## config.mk

```make
export PLATFORM = sky130hd
export DESIGN_NAME = dual_pool_wear_level_monitor
export DESIGN_NICKNAME = d
export VERILOG_FILES = /design/src/dpwl_pkg.sv /design/src/dual_pool_wear_level_monitor.sv
export SDC_FILE = /design/constraint.sdc
export NUM_CORES = 1
export LEC_CHECK = 0
export ABC_AREA = 1
export BUFFER_PORTS_ARGS = -buffer_cell sky130_fd_sc_hd__buf_2
export CORE_MARGIN = 10
export CORE_UTILIZATION = 50
export DETAILED_ROUTE_END_ITERATION = 8
export GPL_ROUTABILITY_DRIVEN = 0
export PLACE_DENSITY = 0.69
export SLEW_MARGIN = 10
export SYNTH_ARGS = -nofsm -noshare
export SYNTH_HDL_FRONTEND = slang
export SYNTH_SLANG_ARGS = --single-unit
```

## constraint.sdc

```tcl
create_clock -name clk -period 5.4 [get_ports clk]
set_clock_uncertainty 0.2 [all_clocks]
set_input_delay 0.54 -clock clk [delete_from_list [all_inputs] [get_ports clk]]
set_output_delay 0.54 -clock clk [all_outputs]
set_load 0.01 [all_outputs]
```

## src/dpwl_pkg.sv

```systemverilog
package dpwl_pkg;

  // Field widths
  localparam int IdBits  = 12;
  localparam int CntBits = 16;

  // Pool codes (other codes are invalid)
  localparam logic [1:0] POOL_COLD = 2'd0;
  localparam logic [1:0] POOL_HOT  = 2'd1;

  // Threshold after reset
  localparam logic [CntBits-1:0] THRESHOLD_RESET = CntBits'(16);

  typedef logic [IdBits-1:0]  id_t;
  typedef logic [CntBits-1:0] cnt_t;

  // One block record held in the input stage
  typedef struct packed {
    id_t        block_id;
    cnt_t       erase_count;
    cnt_t       recent_erase_count;
    logic [1:0] pool_code;
    logic       last_block;
  } rec_t;

  // True when a - b > t, without wrap
  function automatic logic gap_exceeds(input cnt_t a, input cnt_t b,
                                       input logic [CntBits:0] t);
    logic [CntBits+1:0] sum;
    sum = {2'b00, b} + {1'b0, t};
    return {2'b00, a} > sum;
  endfunction

endpackage

```

## src/dual_pool_wear_level_monitor.sv

```systemverilog
// Channel  Direction  Handshake             Word
// in       input      in_valid / in_ready   block_id, erase_count, recent_erase_count,
//                                           pool_code, last_block
// out      output     out_valid / out_ready scan_error, migration_due, block picks,
//                                           overall_max_erase, overall_min_erase
// cfg      input      cfg_valid / cfg_ready cfg_data (wear threshold)
//
// One record is accepted per cycle while in_ready is high; an input register and a
// result register bound the single compare pass, so a result is registered once its
// last record leaves the input register.
// Reset sets the threshold to 16 and empties all trackers.
// in_ready drops only while a last record sits in the input register and the
// result register still holds a word that is not taken.
module dual_pool_wear_level_monitor
  import dpwl_pkg::*;
(
  input  logic       clk,
  input  logic       rst,
  // Record channel
  input  logic       in_valid,
  output logic       in_ready,
  input  id_t        block_id,
  input  cnt_t       erase_count,
  input  cnt_t       recent_erase_count,
  input  logic [1:0] pool_code,
  input  logic       last_block,
  // Result channel
  output logic       out_valid,
  input  logic       out_ready,
  output logic       scan_error,
  output logic       migration_due,
  output id_t        oldest_hot_block,
  output id_t        youngest_cold_block,
  output logic       hot_adjust_due,
  output id_t        hot_min_block,
  output logic       cold_adjust_due,
  output id_t        cold_max_recent_block,
  output cnt_t       overall_max_erase,
  output cnt_t       overall_min_erase,
  // Configuration channel
  input  logic       cfg_valid,
  output logic       cfg_ready,
  input  cnt_t       cfg_data
);

  cnt_t threshold;

  // Input register
  logic s1_valid;
  rec_t s1;

  // Trackers
  cnt_t hot_max_erase, hot_max_erase_next;
  id_t  hot_max_idx, hot_max_idx_next;
  cnt_t hot_min_erase, hot_min_erase_next;
  id_t  hot_min_idx, hot_min_idx_next;
  cnt_t hot_min_recent, hot_min_recent_next;
  cnt_t cold_max_recent, cold_max_recent_next;
  id_t  cold_max_idx, cold_max_idx_next;
  cnt_t cold_min_erase, cold_min_erase_next;
  id_t  cold_min_idx, cold_min_idx_next;
  cnt_t all_max_erase, all_max_erase_next;
  cnt_t all_min_erase, all_min_erase_next;
  logic hot_seen, hot_seen_next;
  logic cold_seen, cold_seen_next;
  logic any_seen;
  logic err_seen, err_seen_next;

  logic s1_fire;
  logic in_fire;

  // Result values from the updated trackers
  cnt_t hmax, hmin, hminr, cmaxr, cmin;
  id_t  hmax_i, hmin_i, cmaxr_i, cmin_i;
  logic [CntBits:0] thr_x1, thr_x2;

  assign cfg_ready = 1'b1;

  // Hold a last record while the result register is full and not draining
  assign s1_fire  = s1_valid && !(s1.last_block && out_valid && !out_ready);
  assign in_ready = !s1_valid || s1_fire;
  assign in_fire  = in_valid && in_ready;

  // Threshold register
  always_ff @(posedge clk) begin
    if (rst) begin
      threshold <= THRESHOLD_RESET;
    end else if (cfg_valid && cfg_ready) begin
      threshold <= cfg_data;
    end
  end

  // Input stage
  always_ff @(posedge clk) begin
    if (rst) begin
      s1_valid <= 1'b0;
    end else if (in_ready) begin
      s1_valid <= in_valid;
    end
  end

  always_ff @(posedge clk) begin
    if (in_fire) begin
      s1 <= '{block_id: block_id, erase_count: erase_count,
              recent_erase_count: recent_erase_count,
              pool_code: pool_code, last_block: last_block};
    end
  end

  // Fold the held record into the trackers
  always_comb begin
    hot_max_erase_next   = hot_max_erase;
    hot_max_idx_next     = hot_max_idx;
    hot_min_erase_next   = hot_min_erase;
    hot_min_idx_next     = hot_min_idx;
    hot_min_recent_next  = hot_min_recent;
    cold_max_recent_next = cold_max_recent;
    cold_max_idx_next    = cold_max_idx;
    cold_min_erase_next  = cold_min_erase;
    cold_min_idx_next    = cold_min_idx;
    hot_seen_next        = hot_seen;
    cold_seen_next       = cold_seen;
    err_seen_next        = err_seen;

    all_max_erase_next = (!any_seen || s1.erase_count > all_max_erase) ?
                         s1.erase_count : all_max_erase;
    all_min_erase_next = (!any_seen || s1.erase_count < all_min_erase) ?
                         s1.erase_count : all_min_erase;

    if (s1.pool_code == POOL_HOT) begin
      // maxima keep the first block, minima move to the last equal one
      if (!hot_seen || s1.erase_count > hot_max_erase) begin
        hot_max_erase_next = s1.erase_count;
        hot_max_idx_next   = s1.block_id;
      end
      if (!hot_seen || s1.erase_count <= hot_min_erase) begin
        hot_min_erase_next = s1.erase_count;
        hot_min_idx_next   = s1.block_id;
      end
      if (!hot_seen || s1.recent_erase_count <= hot_min_recent) begin
        hot_min_recent_next = s1.recent_erase_count;
      end
      hot_seen_next = 1'b1;
    end else if (s1.pool_code == POOL_COLD) begin
      if (!cold_seen || s1.recent_erase_count > cold_max_recent) begin
        cold_max_recent_next = s1.recent_erase_count;
        cold_max_idx_next    = s1.block_id;
      end
      if (!cold_seen || s1.erase_count <= cold_min_erase) begin
        cold_min_erase_next = s1.erase_count;
        cold_min_idx_next   = s1.block_id;
      end
      cold_seen_next = 1'b1;
    end else begin
      err_seen_next = 1'b1;
    end
  end

  // Empty trackers report block 0 and count 0
  always_comb begin
    hmax    = hot_seen_next  ? hot_max_erase_next   : '0;
    hmax_i  = hot_seen_next  ? hot_max_idx_next     : '0;
    hmin    = hot_seen_next  ? hot_min_erase_next   : '0;
    hmin_i  = hot_seen_next  ? hot_min_idx_next     : '0;
    hminr   = hot_seen_next  ? hot_min_recent_next  : '0;
    cmaxr   = cold_seen_next ? cold_max_recent_next : '0;
    cmaxr_i = cold_seen_next ? cold_max_idx_next    : '0;
    cmin    = cold_seen_next ? cold_min_erase_next  : '0;
    cmin_i  = cold_seen_next ? cold_min_idx_next    : '0;
    thr_x1  = {1'b0, threshold};
    thr_x2  = {threshold, 1'b0};
  end

  // Tracker registers; clear after the last record of a scan
  always_ff @(posedge clk) begin
    if (rst || (s1_fire && s1.last_block)) begin
      hot_max_erase   <= '0;
      hot_max_idx     <= '0;
      hot_min_erase   <= '1;
      hot_min_idx     <= '0;
      hot_min_recent  <= '1;
      cold_max_recent <= '0;
      cold_max_idx    <= '0;
      cold_min_erase  <= '1;
      cold_min_idx    <= '0;
      all_max_erase   <= '0;
      all_min_erase   <= '1;
      hot_seen        <= 1'b0;
      cold_seen       <= 1'b0;
      any_seen        <= 1'b0;
      err_seen        <= 1'b0;
    end else if (s1_fire) begin
      hot_max_erase   <= hot_max_erase_next;
      hot_max_idx     <= hot_max_idx_next;
      hot_min_erase   <= hot_min_erase_next;
      hot_min_idx     <= hot_min_idx_next;
      hot_min_recent  <= hot_min_recent_next;
      cold_max_recent <= cold_max_recent_next;
      cold_max_idx    <= cold_max_idx_next;
      cold_min_erase  <= cold_min_erase_next;
      cold_min_idx    <= cold_min_idx_next;
      all_max_erase   <= all_max_erase_next;
      all_min_erase   <= all_min_erase_next;
      hot_seen        <= hot_seen_next;
      cold_seen       <= cold_seen_next;
      any_seen        <= 1'b1;
      err_seen        <= err_seen_next;
    end
  end

  // Result register valid
  always_ff @(posedge clk) begin
    if (rst) begin
      out_valid <= 1'b0;
    end else if (s1_fire && s1.last_block) begin
      out_valid <= 1'b1;
    end else if (out_ready) begin
      out_valid <= 1'b0;
    end
  end

  // Result register word
  always_ff @(posedge clk) begin
    if (s1_fire && s1.last_block) begin
      scan_error            <= err_seen_next;
      migration_due         <= !err_seen_next && gap_exceeds(hmax, cmin, thr_x1);
      hot_adjust_due        <= !err_seen_next && gap_exceeds(hmax, hmin, thr_x2);
      cold_adjust_due       <= !err_seen_next && gap_exceeds(cmaxr, hminr, thr_x1);
      oldest_hot_block      <= hmax_i;
      youngest_cold_block   <= cmin_i;
      hot_min_block         <= hmin_i;
      cold_max_recent_block <= cmaxr_i;
      overall_max_erase     <= all_max_erase_next;
      overall_min_erase     <= all_min_erase_next;
    end
  end

  // Checks
  a_clear_after_last: assert property (@(posedge clk) disable iff (rst)
    s1_fire && s1.last_block |=> !any_seen && !hot_seen && !cold_seen && !err_seen)
    else $error("trackers not cleared after last record");

  a_error_mutes: assert property (@(posedge clk) disable iff (rst)
    out_valid && scan_error |-> !migration_due && !hot_adjust_due && !cold_adjust_due)
    else $error("trigger raised in a scan with a pool code error");

  a_hot_order: assert property (@(posedge clk) disable iff (rst)
    hot_seen |-> hot_min_erase <= hot_max_erase)
    else $error("hot pool minimum above maximum");

  a_all_order: assert property (@(posedge clk) disable iff (rst)
    any_seen |-> all_min_erase <= all_max_erase)
    else $error("overall minimum above maximum");

  a_pool_implies_any: assert property (@(posedge clk) disable iff (rst)
    hot_seen || cold_seen || err_seen |-> any_seen)
    else $error("pool flag set with no record seen");

endmodule
```

== Word level (Yosys, flattened, before mapping) ==
Cells that the tools add are included.

* Add/subtract/negate cells: 3
* Bitwise logic cells: 0
* Shifts and indexed selects: 0
* Divide/modulo/power cells: 0
* Multiply operators: 0
* Reduce and logical (&&, ||, !) cells: 26
* Multiplexer cells: 36
* Equal/unequal tests: 1
* Magnitude comparators: 10

{| class="wikitable"
|+ Operators by type and width
! kind !! number
|-
| $mux W16 || 19
|-
| $mux W12 || 10
|-
| $gt A16 B16 Y1 || 3
|-
| $le A16 B16 Y1 || 3
|-
| $add A16 B16 Y17 || 2
|-
| $gt A16 B17 Y1 || 2
|-
| $add A16 B17 Y18 || 1
|-
| $gt A16 B18 Y1 || 1
|-
| $lt A16 B16 Y1 || 1
|-
| $logic_or A1 B1 Y1 || 9
|-
| $logic_and A1 B1 Y1 || 8
|-
| $logic_not A1 Y1 || 7
|-
| $mux W1 || 7
|-
| $eq A2 B1 Y1 const B || 1
|-
| $logic_not A2 Y1 || 1
|-
| $reduce_bool A2 Y1 || 1
|}

* Output and inout port bits: 87
* Memory bits (read-only): 0
* Logic and storage cells: 109
* Memory bits (writable): 0
* Memories kept: 0
* Flip-flop bits (word level): 313
* Bits in latches: 0

== Depth between registers and ports, before layout ==
* Word-level depth: 9
* Depth in mapped cells: 34
* Gate-level depth less buffers: 34

== Worst setup path before layout ==
OpenSTA, ideal clock, no wires.

* Kind: register to register
* Start point: register s1[34] (netlist bit)
* End point: register hot_adjust_due (data pin)
* Setup time: 251 ps
* Setup slack: 1147 ps
* Arrival time: 3802 ps
* Stages on the path, launching flop included: 29
* Clock period less this slack: 4253 ps
* Cells stage by stage: edfxtp_1 > ha_1 > nand2_1 > nor2_2 > nand4_1 > clkinv_1 > a31oi_1 > nand2_2 > buf_6 > nand3_1 > nand2_1 > nor2_1 > ha_1 > inv_1 > fa_1 > o21ai_1 > a31oi_1 > nor2_1 > nor2_1 > xor2_1 > ha_1 > a21oi_1 > nor2_1 > a211oi_1 > nand2_1 > nand2_1 > nand2_1 > nand2_1 > nor2_1

* Cells in the longest elaborated chain, start to end: 8
* Elaborated cells between the ends (all ways): 13
* Classes of those cells: add/sub: 1; order compare: 3; mux: 6; reduce/logical: 3

{| class="wikitable"
|+ RTL lines
! element !! line !! RTL
|-
| start: declaration || dual_pool_wear_level_monitor.sv:50 || <nowiki>rec_t s1;</nowiki>
|-
| start signal: assignment || dual_pool_wear_level_monitor.sv:104 || <nowiki>s1 <= '{block_id: block_id, erase_count: erase_count,</nowiki>
|-
| $le A16 B16 Y1 || dual_pool_wear_level_monitor.sv:136 || <nowiki>if (!hot_seen || s1.erase_count <= hot_min_erase) begin</nowiki>
|-
| $logic_or A1 B1 Y1 || dual_pool_wear_level_monitor.sv:136 ||
|-
| $mux W16 || dual_pool_wear_level_monitor.sv:136 ||
|-
| $mux W16 || dual_pool_wear_level_monitor.sv:130 || <nowiki>if (s1.pool_code == POOL_HOT) begin</nowiki>
|-
| $mux W16 || dual_pool_wear_level_monitor.sv:163 || <nowiki>hmin = hot_seen_next ? hot_min_erase_next : '0;</nowiki>
|-
| $add A16 B17 Y18 || dpwl_pkg.sv:30 || <nowiki>sum = {2'b00, b} + {1'b0, t};</nowiki>
|-
| $gt A16 B18 Y1 * || dpwl_pkg.sv:31 || <nowiki>return {2'b00, a} > sum;</nowiki>
|-
| $logic_and A1 B1 Y1 * || dual_pool_wear_level_monitor.sv:227 || <nowiki>hot_adjust_due <= !err_seen_next && gap_exceeds(hmax, hmin, thr_x2);</nowiki>
|-
| end signal: assignment || dual_pool_wear_level_monitor.sv:227 ||
|-
| end: declaration || dual_pool_wear_level_monitor.sv:34 || <nowiki>output logic hot_adjust_due,</nowiki>
|}

Every way passes the cells marked *; elsewhere a longest branch is shown, timed or not.
A chain may end at the register's enable or synchronous reset.

== Worst setup path in the final report ==
* Start point: register s1[19] (netlist bit)
* End point: register migration_due (data pin)

* Cells in the longest elaborated chain, start to end: 9
* Elaborated cells between the ends (all ways): 14
* Classes of those cells: add/sub: 1; order compare: 3; mux: 7; reduce/logical: 3

{| class="wikitable"
|+ RTL lines
! element !! line !! RTL
|-
| $le A16 B16 Y1 || dual_pool_wear_level_monitor.sv:149 || <nowiki>if (!cold_seen || s1.erase_count <= cold_min_erase) begin</nowiki>
|-
| $logic_or A1 B1 Y1 || dual_pool_wear_level_monitor.sv:149 ||
|-
| $mux W16 || dual_pool_wear_level_monitor.sv:149 ||
|-
| $mux W16 || dual_pool_wear_level_monitor.sv:144 || <nowiki>end else if (s1.pool_code == POOL_COLD) begin</nowiki>
|-
| $mux W16 || dual_pool_wear_level_monitor.sv:130 ||
|-
| $mux W16 || dual_pool_wear_level_monitor.sv:168 || <nowiki>cmin = cold_seen_next ? cold_min_erase_next : '0;</nowiki>
|-
| $add A16 B16 Y17 || dpwl_pkg.sv:30 ||
|-
| $gt A16 B17 Y1 * || dpwl_pkg.sv:31 ||
|-
| $logic_and A1 B1 Y1 * || dual_pool_wear_level_monitor.sv:226 || <nowiki>migration_due <= !err_seen_next && gap_exceeds(hmax, cmin, thr_x1);</nowiki>
|-
| end signal: assignment || dual_pool_wear_level_monitor.sv:226 ||
|-
| end: declaration || dual_pool_wear_level_monitor.sv:31 || <nowiki>output logic migration_due,</nowiki>
|}

Marked as above.

==> results by group <==
Outcome
  • Status: complete, no violations

Setup path
  • Gate family responsible for the most delay along the worst path: simple AND/OR/NAND/NOR gates
  • Register-to-register setup slack: 0.33 ns
  • Crit-path max cell delay: 0.44 ns
  • Worst-path fanout max: 9
  • Critical Path Sink: migration_due$_DFFE_PP_
  • CP required: 5.51 ns
  • CP Buf/Inv Count: 2
  • Crit start category: register
  • Instance count on the critical path: 28
  • Crit path kind: reg -> reg
  • Critical Path Source: s1[19]$_DFFE_PP_
  • Reg2reg end: migration_due$_DFFE_PP_
  • Most used cell along the critical path: nand2_1
  • Worst EP arrival: 5.18 ns
  • CP endpoint kind: register
  • Slowest cell on crit path: edfxtp_1
  • Register-to-Register Path Depth: 28
  • Critical R2R Launch: s1[19]$_DFFE_PP_

Detailed routing
  • WL met1: 25200 um
  • Drt drc: 0
  • Avg WL per Cell: 17.6 um
  • Routed wl met3: 4010 um
  • Drt pass-1 iters: 6
  • Via Count: 18400
  • Post-route ant nets: 0
  • Routed WL: 59200 um
  • Via-to-Cell Ratio: 5.48
  • Initial DRC count: 1642
  • Met2 WL: 28100 um
  • Max layer used: met4

Synth
  • Synthesized area per cell: 7.59 um2
  • Cells after synthesis: 2638
  • Synth unique cells: 48
  • Cell taking the most area after synthesis: edfxtp_1
  • Sequential area share after synthesis: 37.8%
  • Post-synth ARST share: 0%
  • Share of the synthesized area in the top cell type: 19.6%
  • Yosys reg bits: 313
  • Most used flip-flop cell after synthesis: dfxtp_1
  • Syn Nets: 2915
  • Synth top area cells: edfxtp_1 20%, dfxtp_1 18%, ha_1 13%
  • EDFF count, synth: 131
  • Mapped Area: 20000 um2
  • Syn. warnings: 0

Finish
  • Biggest register: s1
  • Final core utilization: 57.9%
  • Post-layout nets: 3079
  • Sequential cell area: 7580 um2
  • Share of cells above drive strength 1: 11.7%
  • Area growth syn-to-layout: 14.6%
  • Fin area: 22900 um2
  • Area of the multi-input gates: 10600 um2
  • FILL cells: 3614
  • Largest register FFs: 47

Timing
  • Fin. max-slew vios: 0
  • Final setup TNS: 0 ns
  • Hold WS: 0.0200 ns
  • Fin crit share: 93.9%
  • Slew headroom: 26.7%
  • Endpoints failing setup: 0
  • Shortest period the worst path allows: 5.07 ns
  • Final setup margin: 0.329 ns
  • RSZ-0062 raised after global routing: no
  • Worst-margin pin slew: 1.10 ns
  • Hold violation total from the final report: 0
  • Peak Freq: 0.197 GHz

Die
  • Core area: 39600 um2
  • Number of I/O pins: 155
  • Num rows: 73
  • Die Y: 220 um
  • Initial Util: 50.5%
  • Die area: 48400 um2
  • Chip Width: 220 um

Place
  • Placed cell areas: 21200 um2
  • Setup Slack @ Placement: 0.347 ns
  • Count of buffers from port buffering: 153
  • Hpwl dp: 43300 um

Global route
  • Grt ovf: 0
  • Largest net degree at the start of global routing: 108
  • First-pass GRT wire length: 92700 um
  • Initial antenna violation count: 1
  • Number of global-route vias before repair: 17500
  • Tot GR Track Use: 24.1%

Clock tree
  • H-tree levels: 2
  • Root buf cell: clkbuf_16
  • CTS tree: yes
  • # clock sinks: 313
  • Clock Path Buffers: 3
  • CTS Buf Count: 38
  • Worst skew pair latency: 0.57 ns
  • Worst-path clk slew: 0.06 ns

Worst hold path
  • Hold Crit Class: in -> reg
  • Hold_sp: cfg_data[10]

Power and ir drop
  • VDD IR max: 0.195 mV
  • PD cells: 289 nW/um2
  • Pleak: 11.4 nW

Run
  • MaxCap Viol Count: 0
[cells in the mapped netlist (all sizes together) (4+ instances only)]
| cell type | count |
|---|---|
| nand2 | 592 |
| inv | 335 |
| nand3 | 327 |
| a21oi | 292 |
| nor2 | 248 |
| ha | 206 |
| dfxtp | 182 |
| edfxtp | 131 |
| o21ai | 84 |
| buf | 74 |
| clkbuf | 39 |
| xor2 | 28 |
| and2 | 16 |
| a31oi | 13 |
| xnor2 | 13 |
| nand4 | 12 |
| nor3 | 9 |
| a21o | 6 |
| a211oi | 4 |
[where the power goes]
part | internal [mW] | switching [mW]
clock | 1.59 | 1.04
combinational | 0.466 | 0.832
sequential | 2.60 | 0.107
[routing by layer]
layer,up-vias,GRT usage [%]
met5,-,0
met4,0,9.24
met3,118,3.33
met2,631,40.6
met1,8604,30.8
li1,9039,-
[metrics by stage]
stage,std cells,total power [mW]
final,3358,6.64
after global routing,3357,6.95
after CTS,3357,6.65
after detailed placement,3239,4.00
after global placement,3239,3.96
after floorplan,2638,3.64
[layout make-up]
| class | instances | area share, % |
|---|---|---|
| timing repair buffer | 237 | 6.72 |
| sequential | 313 | 33.0 |
| antenna | 1 | 0.0109 |
| multi-input combinational | 1875 | 46.2 |
| clock buffer | 54 | 4.91 |
| clock inverter | 16 | 0.665 |
| tap | 525 | 2.86 |
| inverter | 337 | 5.56 |
[worst min path at each step]
stage / cells after the start / end
floorplan: 2 / err_seen$_SDFFE_PP0P_
global placement: 2 / err_seen$_SDFFE_PP0P_
detailed placement: 2 / err_seen$_SDFFE_PP0P_
CTS: 3 / threshold[10]$_SDFFE_PP0P_
global route: 1 / s1[30]$_DFFE_PP_
finish: 3 / threshold[10]$_SDFFE_PP0P_
[cell families after synthesis]
family | share of synthesized area, %
flops | 37.8
buf+inv | 9.45
other cells | 0.0187
xor+xnor | 1.79
fa+ha+maj | 13.2
simple gates | 26.8
compound gates | 10.9
[worst register-to-register path, delay by kind of cell (launching register included)]
kind	cells	cell delay [ns]
adders and majority gates	4	1.26
and+or+nand+nor	16	1.45
AOI/OAI and AO/OA	5	0.83
xor gates and xnor gates	1	0.16
DFF	1	0.44
buffers and inverters	2	0.48
[placed cells by master (no fill, tap or decap), types with 16 or more instances in the layout]
cell,n
nand3_1,277
nand3_2,50
buf_2,153
buf_4,34
and2_1,16
nor2_1,241
dfxtp_1,182
a21oi_1,289
o21ai_1,22
inv_1,328
o21ai_0,60
clkbuf_16,42
dlygate4sd3_1,48
nand2_1,575
xor2_1,28
edfxtp_1,131
ha_1,206
[what timing repair did]
item,4_1_cts,5_1_grt
endpoints found under the setup margin,0,2
gates resized for setup,0,8
buffers inserted,0,0
hold buffers,48,0
endpoints found under the hold margin,48,0
Power figures use the tool's default switching activity.
